**src/rtl/sid_pkg.sv**
```systemverilog
// Shared types, codes and the opcode table of the SIC/XE instruction decoder.
// Used by every module of the decoder; depends on nothing else.
`default_nettype none

package sid_pkg;

  localparam int AddrBitsDefault = 20;
  localparam int OutAddrW        = 20;
  localparam int QueueDepth      = 4;

  localparam int NumOps   = 59;
  localparam int IdxW     = 6;
  localparam int DispW3   = 12;
  localparam logic [IdxW-1:0] LdbIndex = 6'd20;

  // Item kinds carried in tuser.
  localparam logic FuncSetLoc = 1'b0;
  localparam logic FuncDecode = 1'b1;

  // Instruction formats.
  localparam logic [2:0] Fmt2 = 3'd2;
  localparam logic [2:0] Fmt3 = 3'd3;
  localparam logic [2:0] Fmt4 = 3'd4;

  // Addressing modes, as the b and p bits read together.
  localparam logic [1:0] AmDirect = 2'd0;
  localparam logic [1:0] AmPc     = 2'd1;
  localparam logic [1:0] AmBase   = 2'd2;
  localparam logic [1:0] AmBoth   = 2'd3;

  // Operand modes from the n and i bits.
  localparam logic [1:0] OmSimple = 2'd0;
  localparam logic [1:0] OmImm    = 2'd1;
  localparam logic [1:0] OmInd    = 2'd2;

  localparam logic [7:0] OpTable [NumOps] = '{
    8'h18, 8'h58, 8'h90, 8'h40, 8'hB4, 8'h28,
    8'h88, 8'hA0, 8'h24, 8'h64, 8'h9C, 8'hC4,
    8'hC0, 8'hF4, 8'h3C, 8'h30, 8'h34, 8'h38,
    8'h48, 8'h00, 8'h68, 8'h50, 8'h70, 8'h08,
    8'h6C, 8'h74, 8'h04, 8'hD0, 8'h20, 8'h60,
    8'h98, 8'hC8, 8'h44, 8'hD8, 8'hAC, 8'h4C,
    8'hA4, 8'hA8, 8'hF0, 8'hEC, 8'h0C, 8'h78,
    8'h54, 8'h80, 8'hD4, 8'h14, 8'h7C, 8'hE8,
    8'h84, 8'h10, 8'h1C, 8'h5C, 8'h94, 8'hB0,
    8'hE0, 8'hF8, 8'h2C, 8'hB8, 8'hDC
  };

  localparam logic RegFmt [NumOps] = '{
    1'b0, 1'b0, 1'b1, 1'b0, 1'b1, 1'b0,
    1'b0, 1'b1, 1'b0, 1'b0, 1'b1, 1'b0,
    1'b0, 1'b0, 1'b0, 1'b0, 1'b0, 1'b0,
    1'b0, 1'b0, 1'b0, 1'b0, 1'b0, 1'b0,
    1'b0, 1'b0, 1'b0, 1'b0, 1'b0, 1'b0,
    1'b1, 1'b0, 1'b0, 1'b0, 1'b1, 1'b0,
    1'b1, 1'b1, 1'b0, 1'b0, 1'b0, 1'b0,
    1'b0, 1'b0, 1'b0, 1'b0, 1'b0, 1'b0,
    1'b0, 1'b0, 1'b0, 1'b0, 1'b1, 1'b1,
    1'b0, 1'b0, 1'b0, 1'b1, 1'b0
  };

  // Classified instruction as it travels from the front end to the back end.
  typedef struct packed {
    logic [IdxW-1:0] idx;
    logic [2:0]      fmt;
    logic [3:0]      reg_first;
    logic [3:0]      reg_second;
    logic            indexed;
    logic [1:0]      addr_mode;
    logic [1:0]      operand_mode;
    logic            loads_base;
  } dec_t;

  // Position of the first table entry whose top six bits match; 0 when none does.
  function automatic logic [IdxW-1:0] find_opcode(input logic [5:0] op);
    logic [IdxW-1:0] idx;
    idx = '0;
    for (int k = NumOps - 1; k >= 0; k--) begin
      if (OpTable[k][7:2] == op) begin
        idx = IdxW'(k);
      end
    end
    return idx;
  endfunction

endpackage

`default_nettype wire

```
**src/rtl/sicxe_instruction_decoder_core.sv**
```systemverilog
// SIC/XE instruction decoder: one decoded instruction per cycle while the result side takes beats.
// An accepted decode beat is registered in the queue: the front end classifies it and
// advances the location counter, then the back end forms the target address and updates
// the base register on the way into the output register.
// Set-location beats give no result. Reset clears the location counter and base register.
`default_nettype none

module sicxe_instruction_decoder_core #(
  parameter int ADDR_BITS = sid_pkg::AddrBitsDefault
) (
  input  wire logic        clk_i,
  input  wire logic        rst_ni,
  input  wire logic        s_axis_tvalid_i,
  output logic             s_axis_tready_o,
  // location [19:0], code_window [51:20], zero [55:52]
  input  wire logic [55:0] s_axis_tdata_i,
  // func [0]
  input  wire logic [0:0]  s_axis_tuser_i,
  output logic             m_axis_tvalid_o,
  input  wire logic        m_axis_tready_i,
  // inst_address [19:0], mnemonic_index [25:20], format [28:26], length [31:29],
  // reg_first [35:32], reg_second [39:36], indexed [40], addr_mode [42:41],
  // operand_mode [44:43], target_address [64:45], loads_base [65], zero [71:66]
  output logic [71:0]      m_axis_tdata_o
);

  localparam int DecW   = $bits(sid_pkg::dec_t);
  localparam int EntryW = DecW + 3 * ADDR_BITS;

  sid_pkg::dec_t        f_dec, b_dec;
  logic [ADDR_BITS-1:0] f_addr, f_pc, f_disp, b_addr, b_pc, b_disp;
  logic                 f_push, q_full, q_valid, b_pop;
  logic [EntryW-1:0]    q_in, q_out;

  sid_front #(
    .ADDR_BITS(ADDR_BITS)
  ) u_front (
    .clk_i       (clk_i),
    .rst_ni      (rst_ni),
    .valid_i     (s_axis_tvalid_i),
    .ready_o     (s_axis_tready_o),
    .func_i      (s_axis_tuser_i[0]),
    .location_i  (s_axis_tdata_i[19:0]),
    .window_i    (s_axis_tdata_i[51:20]),
    .full_i      (q_full),
    .push_o      (f_push),
    .dec_o       (f_dec),
    .inst_addr_o (f_addr),
    .pc_o        (f_pc),
    .disp_o      (f_disp)
  );

  assign q_in = {f_dec, f_addr, f_pc, f_disp};

  sid_queue #(
    .WIDTH(EntryW),
    .DEPTH(sid_pkg::QueueDepth)
  ) u_queue (
    .clk_i   (clk_i),
    .rst_ni  (rst_ni),
    .push_i  (f_push),
    .data_i  (q_in),
    .full_o  (q_full),
    .pop_i   (b_pop),
    .valid_o (q_valid),
    .data_o  (q_out)
  );

  assign b_dec  = q_out[EntryW-1 -: DecW];
  assign b_addr = q_out[3*ADDR_BITS-1 -: ADDR_BITS];
  assign b_pc   = q_out[2*ADDR_BITS-1 -: ADDR_BITS];
  assign b_disp = q_out[ADDR_BITS-1:0];

  sid_back #(
    .ADDR_BITS(ADDR_BITS)
  ) u_back (
    .clk_i       (clk_i),
    .rst_ni      (rst_ni),
    .valid_i     (q_valid),
    .pop_o       (b_pop),
    .dec_i       (b_dec),
    .inst_addr_i (b_addr),
    .pc_i        (b_pc),
    .disp_i      (b_disp),
    .valid_o     (m_axis_tvalid_o),
    .ready_i     (m_axis_tready_i),
    .data_o      (m_axis_tdata_o)
  );

endmodule

`default_nettype wire

```
**src/rtl/sid_front.sv**
```systemverilog
// Front end: accepts beats, keeps the location counter and classifies each instruction.
// Depends on sid_pkg.
`default_nettype none

module sid_front #(
  parameter int ADDR_BITS = sid_pkg::AddrBitsDefault
) (
  input  wire logic                 clk_i,
  input  wire logic                 rst_ni,
  input  wire logic                 valid_i,
  output logic                      ready_o,
  input  wire logic                 func_i,
  input  wire logic [19:0]          location_i,
  input  wire logic [31:0]          window_i,
  input  wire logic                 full_i,
  output logic                      push_o,
  output sid_pkg::dec_t             dec_o,
  output logic [ADDR_BITS-1:0]      inst_addr_o,
  output logic [ADDR_BITS-1:0]      pc_o,
  output logic [ADDR_BITS-1:0]      disp_o
);

  localparam int WideW = (ADDR_BITS > sid_pkg::OutAddrW) ? ADDR_BITS : sid_pkg::OutAddrW;

  logic [ADDR_BITS-1:0]     loc_d, loc_q;
  logic [7:0]               b0, b1;
  logic [sid_pkg::IdxW-1:0] idx;
  logic                     reg_fmt;
  logic [2:0]               fmt;
  logic [19:0]              field;
  logic [WideW-1:0]         field_wide, loc_wide;
  logic                     accept;

  assign ready_o = !full_i;
  assign accept  = valid_i && ready_o;
  assign push_o  = accept && (func_i == sid_pkg::FuncDecode);

  assign b0      = window_i[31:24];
  assign b1      = window_i[23:16];
  assign idx     = sid_pkg::find_opcode(b0[7:2]);
  assign reg_fmt = sid_pkg::RegFmt[idx];

  always_comb begin
    priority if (reg_fmt) begin
      fmt = sid_pkg::Fmt2;
    end else if (b1[4]) begin
      fmt = sid_pkg::Fmt4;
    end else begin
      fmt = sid_pkg::Fmt3;
    end
  end

  // Format 4 carries a 20-bit address, format 3 a 12-bit displacement.
  assign field      = b1[4] ? window_i[19:0] : {8'd0, window_i[19:8]};
  assign field_wide = WideW'(field);
  assign loc_wide   = WideW'(location_i);

  assign inst_addr_o = loc_q;
  assign pc_o        = loc_q + ADDR_BITS'(fmt);

  always_comb begin
    dec_o            = '0;
    dec_o.idx        = idx;
    dec_o.fmt        = fmt;
    disp_o           = '0;
    if (reg_fmt) begin
      dec_o.reg_first  = b1[7:4];
      dec_o.reg_second = b1[3:0];
    end else begin
      dec_o.indexed    = b1[7];
      dec_o.addr_mode  = b1[6:5];
      dec_o.loads_base = (idx == sid_pkg::LdbIndex);
      if (!b0[1] && b0[0]) begin
        dec_o.operand_mode = sid_pkg::OmImm;
      end else if (b0[1] && !b0[0]) begin
        dec_o.operand_mode = sid_pkg::OmInd;
      end else begin
        dec_o.operand_mode = sid_pkg::OmSimple;
      end
      // Only the PC-relative format 3 displacement is signed.
      if (b1[6:5] == sid_pkg::AmPc && !b1[4]) begin
        disp_o = {{(ADDR_BITS - sid_pkg::DispW3){window_i[19]}}, window_i[19:8]};
      end else begin
        disp_o = field_wide[ADDR_BITS-1:0];
      end
    end
  end

  always_comb begin
    loc_d = loc_q;
    if (accept) begin
      if (func_i == sid_pkg::FuncSetLoc) begin
        loc_d = loc_wide[ADDR_BITS-1:0];
      end else begin
        loc_d = pc_o;
      end
    end
  end

  always_ff @(posedge clk_i or negedge rst_ni) begin
    if (!rst_ni) begin
      loc_q <= '0;
    end else begin
      loc_q <= loc_d;
    end
  end

endmodule

`default_nettype wire

```
**src/rtl/sid_queue.sv**
```systemverilog
// Small first-in first-out queue between the decoder front and back ends.
// Depends on sid_pkg only for the default depth; sizes come from its parameters.
`default_nettype none

module sid_queue #(
  parameter int WIDTH = 8,
  parameter int DEPTH = sid_pkg::QueueDepth
) (
  input  wire logic             clk_i,
  input  wire logic             rst_ni,
  input  wire logic             push_i,
  input  wire logic [WIDTH-1:0] data_i,
  output logic                  full_o,
  input  wire logic             pop_i,
  output logic                  valid_o,
  output logic [WIDTH-1:0]      data_o
);

  localparam int PtrW = (DEPTH > 1) ? $clog2(DEPTH) : 1;
  localparam int CntW = $clog2(DEPTH + 1);

  logic [WIDTH-1:0] mem_q [DEPTH];
  logic [PtrW-1:0]  wptr_d, wptr_q, rptr_d, rptr_q;
  logic [CntW-1:0]  cnt_d, cnt_q;
  logic             do_push, do_pop;

  assign full_o  = (cnt_q == CntW'(DEPTH));
  assign valid_o = (cnt_q != '0);
  assign data_o  = mem_q[rptr_q];
  assign do_push = push_i && !full_o;
  assign do_pop  = pop_i && valid_o;

  always_comb begin
    wptr_d = wptr_q;
    rptr_d = rptr_q;
    cnt_d  = cnt_q;
    if (do_push) begin
      wptr_d = (wptr_q == PtrW'(DEPTH - 1)) ? '0 : wptr_q + 1'b1;
    end
    if (do_pop) begin
      rptr_d = (rptr_q == PtrW'(DEPTH - 1)) ? '0 : rptr_q + 1'b1;
    end
    if (do_push && !do_pop) begin
      cnt_d = cnt_q + 1'b1;
    end else if (do_pop && !do_push) begin
      cnt_d = cnt_q - 1'b1;
    end
  end

  always_ff @(posedge clk_i or negedge rst_ni) begin
    if (!rst_ni) begin
      wptr_q <= '0;
      rptr_q <= '0;
      cnt_q  <= '0;
    end else begin
      wptr_q <= wptr_d;
      rptr_q <= rptr_d;
      cnt_q  <= cnt_d;
    end
  end

  always_ff @(posedge clk_i) begin
    if (do_push) begin
      mem_q[wptr_q] <= data_i;
    end
  end

endmodule

`default_nettype wire

```
**src/rtl/sid_back.sv**
```systemverilog
// Back end: forms the target address, keeps the base register and holds the result beat.
// Depends on sid_pkg.
`default_nettype none

module sid_back #(
  parameter int ADDR_BITS = sid_pkg::AddrBitsDefault
) (
  input  wire logic                 clk_i,
  input  wire logic                 rst_ni,
  input  wire logic                 valid_i,
  output logic                      pop_o,
  input  wire sid_pkg::dec_t        dec_i,
  input  wire logic [ADDR_BITS-1:0] inst_addr_i,
  input  wire logic [ADDR_BITS-1:0] pc_i,
  input  wire logic [ADDR_BITS-1:0] disp_i,
  output logic                      valid_o,
  input  wire logic                 ready_i,
  output logic [71:0]               data_o
);

  localparam int WideW = (ADDR_BITS > sid_pkg::OutAddrW) ? ADDR_BITS : sid_pkg::OutAddrW;

  logic [ADDR_BITS-1:0] base_d, base_q, target;
  logic [WideW-1:0]     target_wide, addr_wide;
  logic                 valid_d, valid_q;
  logic [71:0]          data_d, data_q;

  // A new beat moves in whenever the output register is empty or being emptied.
  assign pop_o   = valid_i && (!valid_q || ready_i);
  assign valid_o = valid_q;
  assign data_o  = data_q;

  always_comb begin
    unique case (dec_i.addr_mode)
      sid_pkg::AmPc:   target = pc_i + disp_i;
      sid_pkg::AmBase: target = base_q + disp_i;
      default:         target = disp_i;
    endcase
  end

  assign target_wide = WideW'(target);
  assign addr_wide   = WideW'(inst_addr_i);

  always_comb begin
    data_d = {6'd0,
              dec_i.loads_base,
              target_wide[sid_pkg::OutAddrW-1:0],
              dec_i.operand_mode,
              dec_i.addr_mode,
              dec_i.indexed,
              dec_i.reg_second,
              dec_i.reg_first,
              dec_i.fmt,
              dec_i.fmt,
              dec_i.idx,
              addr_wide[sid_pkg::OutAddrW-1:0]};
  end

  always_comb begin
    base_d  = base_q;
    valid_d = valid_q;
    if (pop_o) begin
      valid_d = 1'b1;
      if (dec_i.loads_base) begin
        base_d = target;
      end
    end else if (ready_i) begin
      valid_d = 1'b0;
    end
  end

  always_ff @(posedge clk_i or negedge rst_ni) begin
    if (!rst_ni) begin
      base_q  <= '0;
      valid_q <= 1'b0;
    end else begin
      base_q  <= base_d;
      valid_q <= valid_d;
    end
  end

  always_ff @(posedge clk_i) begin
    if (pop_o) begin
      data_q <= data_d;
    end
  end

endmodule

`default_nettype wire

```
**config.mk**
```make
export PLATFORM = sky130hd
export DESIGN_NAME = sicxe_instruction_decoder_core
export DESIGN_NICKNAME = d
export VERILOG_FILES = /design/src/rtl/sid_pkg.sv /design/src/rtl/sicxe_instruction_decoder_core.sv /design/src/rtl/sid_front.sv /design/src/rtl/sid_queue.sv /design/src/rtl/sid_back.sv
export SDC_FILE = /design/constraint.sdc
export NUM_CORES = 1
export LEC_CHECK = 0
export BUFFER_PORTS_ARGS = -buffer_cell sky130_fd_sc_hd__clkbuf_2
export CORE_UTILIZATION = 40
export DETAILED_ROUTE_END_ITERATION = 6
export PLACE_DENSITY = 0.61
export SLEW_MARGIN = 5
export SYNTH_ARGS = -nofsm -noshare
export SYNTH_HDL_FRONTEND = slang
export SYNTH_HIERARCHICAL = 1
export SYNTH_SLANG_ARGS = --single-unit
```
**constraint.sdc**
```tcl
create_clock -name clk_i -period 12.77 [get_ports clk_i]
set_input_delay 2.554 -clock clk_i [delete_from_list [all_inputs] [get_ports clk_i]]
set_output_delay 2.554 -clock clk_i [all_outputs]
set_load 0.02 [all_outputs]
```
==> run summary, run 1 <==
Yosys attributes the largest share of cell area to sky130_fd_sc_hd__edfxtp_1 (60%), sky130_fd_sc_hd__mux4_2 (9.4%), sky130_fd_sc_hd__dfrtp_1 (6.0%), sky130_fd_sc_hd__mux2_2 (2.1%), sky130_fd_sc_hd__ha_1 (2.0%). The total of flip-flops plus latches after synthesis was 443. Dividing the synthesized area by the synthesized cell count gives 16.3 sq um. For the number of clock sinks seen by CTS, the log shows 443.

The run gives 25.8% as the worst relative slew slack. The tools report the maximum root-to-sink buffer count as 3. The later-pin clock latency in the skew report is 550 ps.

After the last flow step, the layout net total stands at 1428. The run gives 116 MHz as the achievable frequency. The run finished with clean final reports. After layout, the worst path uses 67.2% of the clock period. Number of synthesized flops with an enable pin: 395. The placement-stage worst setup slack was 3670 ps. STA classifies the critical path startpoint as a primary input. In this run the power density over the cells is 264 nW/um^2. Initial standard-cell utilization of the core: 40.6%. The number of global-route vias before repair was 11000.

Clock transition at the registers of the reported paths: 60 ps. The launching point of the worst reg2reg path was u_queue/rptr_q[0]. Max-cap violations in this run came to 0.

For the worst flop-to-flop path, the logic depth is 12. Across all register-to-register paths, the minimum setup slack is 7630 ps. The largest driver fanout on the critical path was 28. The root buffer cell chosen for the clock tree is sky130_fd_sc_hd__clkbuf_16. In this run the tool buffered the top-level ports with 124 buffer cells. The run gives 1222 as the number of cells produced by synthesis. On the critical path, the stage with the largest delay is an instance of sky130_fd_sc_hd__a211oi_1. The initialized floorplan defines 81 standard-cell rows. TritonCTS built the clock tree. The Yosys step of the flow raised 6 warnings.

The tools report the area of the mapped netlist as 19900 sq um. The worst register-to-register path ends at u_back/base_q[14]. The global-route congestion overflow total is 0, and the DRC violations left is 0.

For the worst setup path, the data arrival time is 8910 ps. Walking the worst path, the cells encountered are clkbuf_2 -> nand2b_1 -> o22ai_1 -> o22ai_1 -> a211oi_1 -> inv_1 -> ha_1 -> inv_1 -> a211oi_2 -> or3_1 -> a211oi_1 -> ha_1 -> inv_1 -> fa_1 -> nand2b_1 -> a21oi_1 -> and2_0 -> nand3_1 -> xnor2_1. In this run the worst setup path terminates at u_queue/mem_q[1][34].

The worst hold path class is flip-flop to flip-flop. The max-slew violation total from the final report was 0. Time the worst path needs with I/O delays and setup: 8590 ps.

The detailed router finished its first iteration with 770 violations. STA puts the critical path data required time at 13090 ps. The post-CTS repair timing setup buffer count came out at 0.

The signed area change from the synthesized netlist to the final layout came out at 12.5%. At the pin with the least slew margin, the transition time is 1110 ps. The H-tree depth is 2. IR analysis of the VDD net gives a maximum drop of 118 uV.

The leakage power figure was 7.77 nW. The share of final-layout standard cells stronger than drive strength 1 is 26.7%, and the number of antenna violations at the first check in global routing is 2. In the layout the commonest cells are sky130_fd_sc_hd__edfxtp_1 (395), sky130_fd_sc_hd__clkbuf_2 (124), sky130_fd_sc_hd__mux4_2 (83). The total of fill cells in the finished design is 4240, and the via-per-instance ratio is 5.39.

Once detailed placement completed, the half-perimeter wirelength came to 26100 um. The I/O pin count was 135. Among all flip-flop cells after synthesis, the most frequent one is sky130_fd_sc_hd__edfxtp_1. For the count of hold-fix buffers inserted at cts, the log shows 0.

The count of cells resized by post-cts repair was 0; the final weighted congestion of routability-driven global placement was 0.862. For the number of hold violations in the final report, the log shows 0. The routed layout has 10900 vias. Setup violations remaining at the end of the flow were counted as 0. After synthesis, the netlist uses 89 different library cells. Wires add up to 41900 um. Most common cell after layout, fill and taps aside: sky130_fd_sc_hd__edfxtp_1. The total CTS buffers was 44. The logs give 65.7% for the register area share after synthesis and 16.6% for the global-route usage over all layers.

The area of the die is 50600 sq um, and the largest net degree at the start of global routing is 64. The die height was 225 um; the final clock skew was 16.6 ps. The share of synthesized area in the top cell type comes to 59.7%. The first TritonRoute pass finished after 4 iterations. The fraction of registers with async set or reset after synthesis works out to 10.8%. The launching instance or port of the critical path is s_axis_tdata_i[50]. Average detailed-routed wire length per instance: 20.6 um. The worst setup path is of the primary input to flip-flop kind. In this design, the stage delay of the slowest critical-path cell is 910 ps. The floorplan step set the die width to 225 um. Kind of end point of the critical path: a flip-flop.

Setup repair after global routing left no endpoint under its margin. The synthesized design spends more area on one cell type than any other, namely sky130_fd_sc_hd__edfxtp_1. After routing, the total negative slack on setup checks comes to 0 ps. For the wire length of the first global-routing pass, the log shows 64300 um. Across all setup checks in the final design, the least slack found is 4180 ps. 0 antenna diodes ended up in the layout. The most numerous cell type found on the critical path is sky130_fd_sc_hd__inv_1. The run gives 0 as the remaining antenna violation count after routing.

The run gives 49000 sq um as the area inside the core boundary.
==> synthesized netlist by cell type (5+ instances only) <==
cell type and number:
sky130_fd_sc_hd__or3_1 5, sky130_fd_sc_hd__nand2_1 71, sky130_fd_sc_hd__buf_4 20, sky130_fd_sc_hd__buf_6 8, sky130_fd_sc_hd__mux2i_1 18, sky130_fd_sc_hd__nor2_1 37, sky130_fd_sc_hd__nand3_1 23, sky130_fd_sc_hd__mux4_2 83
sky130_fd_sc_hd__a2bb2oi_1 8, sky130_fd_sc_hd__a21oi_1 60, sky130_fd_sc_hd__nor2b_1 11, sky130_fd_sc_hd__buf_2 16, sky130_fd_sc_hd__a211oi_1 28, sky130_fd_sc_hd__o22ai_1 13, sky130_fd_sc_hd__o21ai_1 11, sky130_fd_sc_hd__xor2_1 14
sky130_fd_sc_hd__a21o_1 7, sky130_fd_sc_hd__edfxtp_1 395, sky130_fd_sc_hd__clkbuf_1 29, sky130_fd_sc_hd__dfrtp_1 48, sky130_fd_sc_hd__buf_12 5, sky130_fd_sc_hd__ha_1 32, sky130_fd_sc_hd__xnor2_1 24, sky130_fd_sc_hd__o31ai_1 18
sky130_fd_sc_hd__o21a_1 10, sky130_fd_sc_hd__mux2_2 37, sky130_fd_sc_hd__inv_1 28, sky130_fd_sc_hd__and3_1 6, sky130_fd_sc_hd__nor3_1 10, sky130_fd_sc_hd__o21ai_0 28, sky130_fd_sc_hd__nand2b_1 11, sky130_fd_sc_hd__and2_1 8
==> worst min-delay path by stage <==
| stage | cells after the start | slack [ps] | end | start |
|---|---|---|---|---|
| floorplan | 2 | 440 | u_back/base_q[4] | u_back/base_q[4] |
| global route | 2 | 500 | u_back/base_q[17] | u_back/base_q[17] |
| CTS | 2 | 470 | u_back/base_q[4] | u_back/base_q[4] |
| global placement | 2 | 450 | u_back/base_q[4] | u_back/base_q[4] |
| detailed placement | 2 | 460 | u_back/base_q[4] | u_back/base_q[4] |
| finish | 2 | 470 | u_back/base_q[4] | u_back/base_q[4] |
==> metrics by stage <==
| step | utilization [%] | instances | power (mW) | instance area (sq um) | hold WS (ps) |
|---|---|---|---|---|---|
| floorplan | - | 1227 | 4.07 | 19900 | 440 |
| global placement | 42.8 | 1950 | 4.64 | 20900 | 455 |
| detailed placement | 42.8 | 1950 | 4.69 | 20900 | 461 |
| CTS | 45.7 | 2031 | 5.96 | 22400 | 475 |
| global route | 45.7 | 2031 | 6.25 | 22400 | 504 |
| finish | 45.7 | 2031 | 5.90 | 22400 | 471 |
==> report_power, final <==
group          switching [mW]  internal [mW]  leakage [nW]
registers               0.203           2.08          4.18
logic                    1.39          0.962          2.90
clock network           0.529          0.737         0.685
total                    2.13           3.78          7.77
==> worst max-delay path: cells and delay by family <==
| family | cells | cell delay [ps] |
|---|---|---|
| AOI/OAI and AO/OA | 6 | 2330 |
| xor gates and xnor gates | 1 | 360 |
| adders and majority gates | 3 | 940 |
| and+or+nand+nor | 5 | 1860 |
| buffers and inverters | 4 | 850 |
==> area by class of cell <==
class / count / area [sq um] / area share [%]
Clock buffer: 58 / 1180 / 5.30
Clock inverter: 23 / 226 / 1.01
Inverter: 29 / 109 / 0.487
Multi-Input combinational cell: 673 / 6180 / 27.7
Sequential cell: 443 / 13100 / 58.5
Tap cell: 664 / 831 / 3.72
Timing Repair Buffer: 141 / 748 / 3.35
==> routing by layer <==
metal	GRT usage (%)	vias to the layer above	share of wire, %
met5	0	-	0.081
met4	4.59	4	2.1
met1	22.9	5586	44
li1	-	5052	-
met3	2.44	68	4.3
met2	27.5	233	49
==> sequential cells by signal (all words and copies together), names as in the netlist <==
signal	count
u_back/data_o	63
u_front/inst_addr_o	20
u_queue/rptr_q	2
u_back/valid_o	1
u_queue/wptr_q	2
u_back/base_q	20
u_queue/mem_q	332
u_queue/cnt_q	3
==> cells by family after synthesis <==
family	share of synthesized area, %
AO/OA/AOI/OAI	9.00
multiplexers	12.5
AND/OR/NAND/NOR	5.32
other	0.0189
adder cells (fa/ha/maj)	2.42
flip-flops	65.7
XOR/XNOR	1.67
buffers and inverters	3.34
Note: power is estimated with default switching activity, not from simulation.
==> run 2: changes to the inputs <==
==> constraint.sdc (replaced) <==
create_clock -name clk_i -period 8.74 [get_ports clk_i]
set_input_delay 1.748 -clock clk_i [delete_from_list [all_inputs] [get_ports clk_i]]
set_output_delay 1.748 -clock clk_i [all_outputs]
set_load 0.02 [all_outputs]
==> run summary, run 2 (same netlist as run 1, synthesis figures left out) <==
Highest-count cells in the layout ignoring fill and taps: sky130_fd_sc_hd__edfxtp_1 (395), sky130_fd_sc_hd__clkbuf_2 (124), sky130_fd_sc_hd__mux4_2 (83) (unchanged). The logs give 217 uV (was 118 uV) for the maximum VDD drop and 3700 ps (was 7630 ps) for the internal reg-to-reg setup slack. The register with the most flip-flops was u_queue/mem_q (unchanged). The via-per-instance ratio came out at 5.36 (was 5.39).

The tools report the number of DRC violations after detailed-routing iteration 0 as 879 (was 770). The tools report the DRC violations left as 0 (unchanged). The run finished with clean final reports. The clock transition at the registers of the reported paths is 60 ps (about the same), and the total power of the final layout is 8.73 mW (was 5.90 mW).

The run gives 41700 um (was 41900 um) as the total detailed-routing wirelength. The worst hold path class was flip-flop to flip-flop (unchanged). For the number of hold violations in the final report, the log shows 0 (unchanged).

The signed area change from the synthesized netlist to the final layout is 13.2% (was 12.5%). For the sequential group share of total power, the log shows 38.4% (was 38.6%). The count of vias placed by the detailed router came out at 10900 (about the same).

TritonCTS built the clock tree. The number of diodes added for antenna fixing was 0 (unchanged). The number of global-route vias before repair is 10800 (was 11000), and the horizontal extent of the die is 225 um (unchanged). The number of nets in the layout was 1430 (was 1428). The clock root buffer was sky130_fd_sc_hd__clkbuf_16 (unchanged). The average detailed-routed wire length per instance is 20.5 um (was 20.6 um), and the number of I/O port buffers is 124 (unchanged). The tools report the startpoint type of the worst setup path as a primary input (unchanged). The logs give 3.10 mW (was 2.13 mW) for the net switching power and 0 (unchanged) for the count of final setup violators. The final critical path takes up 82.7% of the cycle. The run gives 4189 (was 4240) as the total of fill cells in the finished design. The transition time of the tightest slew-check pin came out at 1100 ps (was 1110 ps).

The part of the total power dissipated in the clock network is 22.6% (was 21.4%). For the number of core rows, the log shows 81 (unchanged). Largest driver fanout on the critical path: 32 (was 28). The number of clock sinks seen by CTS came out at 443 (unchanged). The power per unit of standard cell area is 388 nW/um^2 (was 264 nW/um^2). Area of the die: 50600 sq um (unchanged). The worst path needs 7230 ps of the cycle, external delays included. The instance area after placement is 20900 sq um (about the same), and the setup slack of the critical path after layout is 1510 ps (was 4180 ps). The tools report the post-CTS repair timing setup buffer count as 0 (unchanged). The logs give 7580 ps (was 8910 ps) for the endpoint arrival time on the critical path and 45 (was 44) for the total CTS buffers. The critical path's most frequent cell was sky130_fd_sc_hd__inv_1 (unchanged). The first-pass iteration count of the detailed router came out at 5 (was 4). The area inside the core boundary came out at 49000 sq um (unchanged). The dominant delay contributor by cell family on the critical path was compound AO/OA/AOI/OAI gates (unchanged). For the remaining antenna violation count after routing, the log shows 0 (unchanged). The slowest library cell on the worst path is sky130_fd_sc_hd__a211oi_1 (unchanged). The H-tree depth was 2 (unchanged). The kind of end point of the critical path was a flip-flop (unchanged). The placement-stage worst setup slack is 928 ps (was 3670 ps).

The most common cell after layout, fill and taps aside was sky130_fd_sc_hd__edfxtp_1 (unchanged). Final clock skew: 27.3 ps (was 16.6 ps). Crit path cell chain: clkbuf_2 -> xor2_1 -> o22ai_1 -> o22ai_1 -> a211oi_1 -> inv_1 -> ha_1 -> inv_1 -> a211oi_2 -> or3_1 -> buf_4 -> a211oi_1 -> ha_1 -> inv_1 -> fa_1 -> nand2b_1 -> a21oi_1 -> and2_0 -> nand3_1 -> xnor2_1 (was clkbuf_2 -> nand2b_1 -> o22ai_1 -> o22ai_1 -> a211oi_1 -> inv_1 -> ha_1 -> inv_1 -> a211oi_2 -> or3_1 -> a211oi_1 -> ha_1 -> inv_1 -> fa_1 -> nand2b_1 -> a21oi_1 -> and2_0 -> nand3_1 -> xnor2_1). The number of placed instances with taps included is 1951 (was 1950), and the maximum cell stage delay along the critical path is 710 ps (was 910 ps).

The tools report the number of non-filler instances in the completed layout as 2034 (was 2031). The die height is 225 um (unchanged). For the total negative setup slack, the log shows 0 ps (unchanged). The logs give 0 (unchanged) for the max-slew violation total from the final report and 66 (was 64) for the largest net degree at the start of global routing.

The run gives 64500 um (was 64300 um) as the wire length of the first global-routing pass. The initial standard-cell utilization of the core came out at 40.6% (unchanged). The logs give 0 (unchanged) for the count of max-cap constraint violations and 0 (unchanged) for the count of cells resized by post-cts repair. The run gives 0 (unchanged) as the count of hold-fix buffers inserted at cts.

For the maximum root-to-sink buffer count, the log shows 3 (unchanged). The final weighted congestion of routability-driven global placement was 0.852 (was 0.862); the leakage power figure was 7.84 nW (was 7.77 nW). The run gives 138 MHz as the achievable frequency. The final non-filler cell area is 22500 sq um (was 22400 sq um), and the later-pin clock latency in the skew report is 550 ps (about the same).

The run gives 26600 um (was 26100 um) as the half-perimeter wire length after detailed placement. The worst hold margin came out at 479 ps (was 471 ps). The tools report the I/O pin count as 135 (unchanged).

The share of total power consumed by net switching came out at 35.5% (was 36.0%). The number of antenna violations at the first check in global routing came out at 0 (was 2). The logs give 0 (unchanged) for the global-route congestion overflow total and 16.8% (was 16.6%) for the global-route usage over all layers.

Setup repair after global routing left no endpoint under its margin. The share of final-layout standard cells stronger than drive strength 1 came out at 27.1% (was 26.7%). The run gives 5.64 mW (was 3.78 mW) as the design internal power. For the combinational group share of total power, the log shows 39.1% (was 39.9%). The number of buffer and inverter instances along the worst setup path is 5 (was 4).

For the utilization after layout, the log shows 45.9% (was 45.7%). The worst relative slew slack is 26.6% (was 25.8%). Type of the worst setup path: primary input to flip-flop (unchanged). The flip-flop count of the largest register, all copies and words added is 332 (unchanged), and the required time of the critical path is 9090 ps (was 13090 ps).
-- run 2: cell types whose count changed in the layout (fill, tap and decap cells not counted) --
cell,delta
sky130_fd_sc_hd__clkbuf_8,+5
sky130_fd_sc_hd__inv_6,-3
sky130_fd_sc_hd__bufinv_16,+2
sky130_fd_sc_hd__clkbuf_1,-2
sky130_fd_sc_hd__clkinvlp_4,-2
sky130_fd_sc_hd__buf_4,+1
sky130_fd_sc_hd__clkbuf_16,+1
sky130_fd_sc_hd__clkinv_1,-1
sky130_fd_sc_hd__clkinv_4,+1
sky130_fd_sc_hd__clkinv_8,+1
-- run 2: routing by layer --
metal | track usage [%] | vias up | wire (um)
li1 | - | 5066 | -
met1 | 23.3 | 5543 | 18600
met2 | 27.4 | 231 | 20400
met5 | 0 | - | 0
met4 | 5.00 | 0 | 930
met3 | 2.34 | 59 | 1740
-- run 2: area by class of cell --
class / count / area (sq um) / share of cell area [%]
Clock buffer: 62 / 1270 / 5.65
Clock inverter: 21 / 267 / 1.19
Inverter: 29 / 109 / 0.484
Multi-Input combinational cell: 673 / 6180 / 27.5
Sequential cell: 443 / 13100 / 58.1
Tap cell: 664 / 831 / 3.69
Timing Repair Buffer: 142 / 756 / 3.36
-- run 2: worst register-to-register path, stage by stage, from the launching register on --
cell	delay, ps
sky130_fd_sc_hd__dfrtp_4	950
sky130_fd_sc_hd__buf_4	730
sky130_fd_sc_hd__mux4_2	620
sky130_fd_sc_hd__mux2_2	280
sky130_fd_sc_hd__ha_1	240
sky130_fd_sc_hd__fa_1	440
sky130_fd_sc_hd__a21o_1	230
sky130_fd_sc_hd__a221oi_4	370
sky130_fd_sc_hd__o22ai_2	200
sky130_fd_sc_hd__a211oi_2	250
sky130_fd_sc_hd__xor2_1	170
sky130_fd_sc_hd__o21ai_1	140
sky130_fd_sc_hd__mux2_4	300
-- run 2: final timing paths --
kind | endpoint | cells past startpoint | startpoint
max | u_queue/mem_q[1][38] | 20 | s_axis_tdata_i[47]
min | u_back/base_q[3] | 2 | u_back/base_q[3]
max reg2reg | u_back/base_q[14] | 12 | u_queue/rptr_q[0]
min reg2reg | u_back/base_q[3] | 2 | u_back/base_q[3]
max in group asynchronous | u_queue/rptr_q[0] | 2 | rst_ni
min in group asynchronous | u_front/inst_addr_o[7] | 2 | rst_ni
-- run 2: power groups by stage --
stage	Sequential, mW	Combinational, mW	Clock, mW
3_3_place_gp	3.38	3.38	0
5_1_grt	3.41	3.75	2.09
2_1_floorplan	3.43	2.51	0
6_report	3.35	3.41	1.97
3_5_place_dp	3.40	3.44	0
4_1_cts	3.37	3.45	2.01
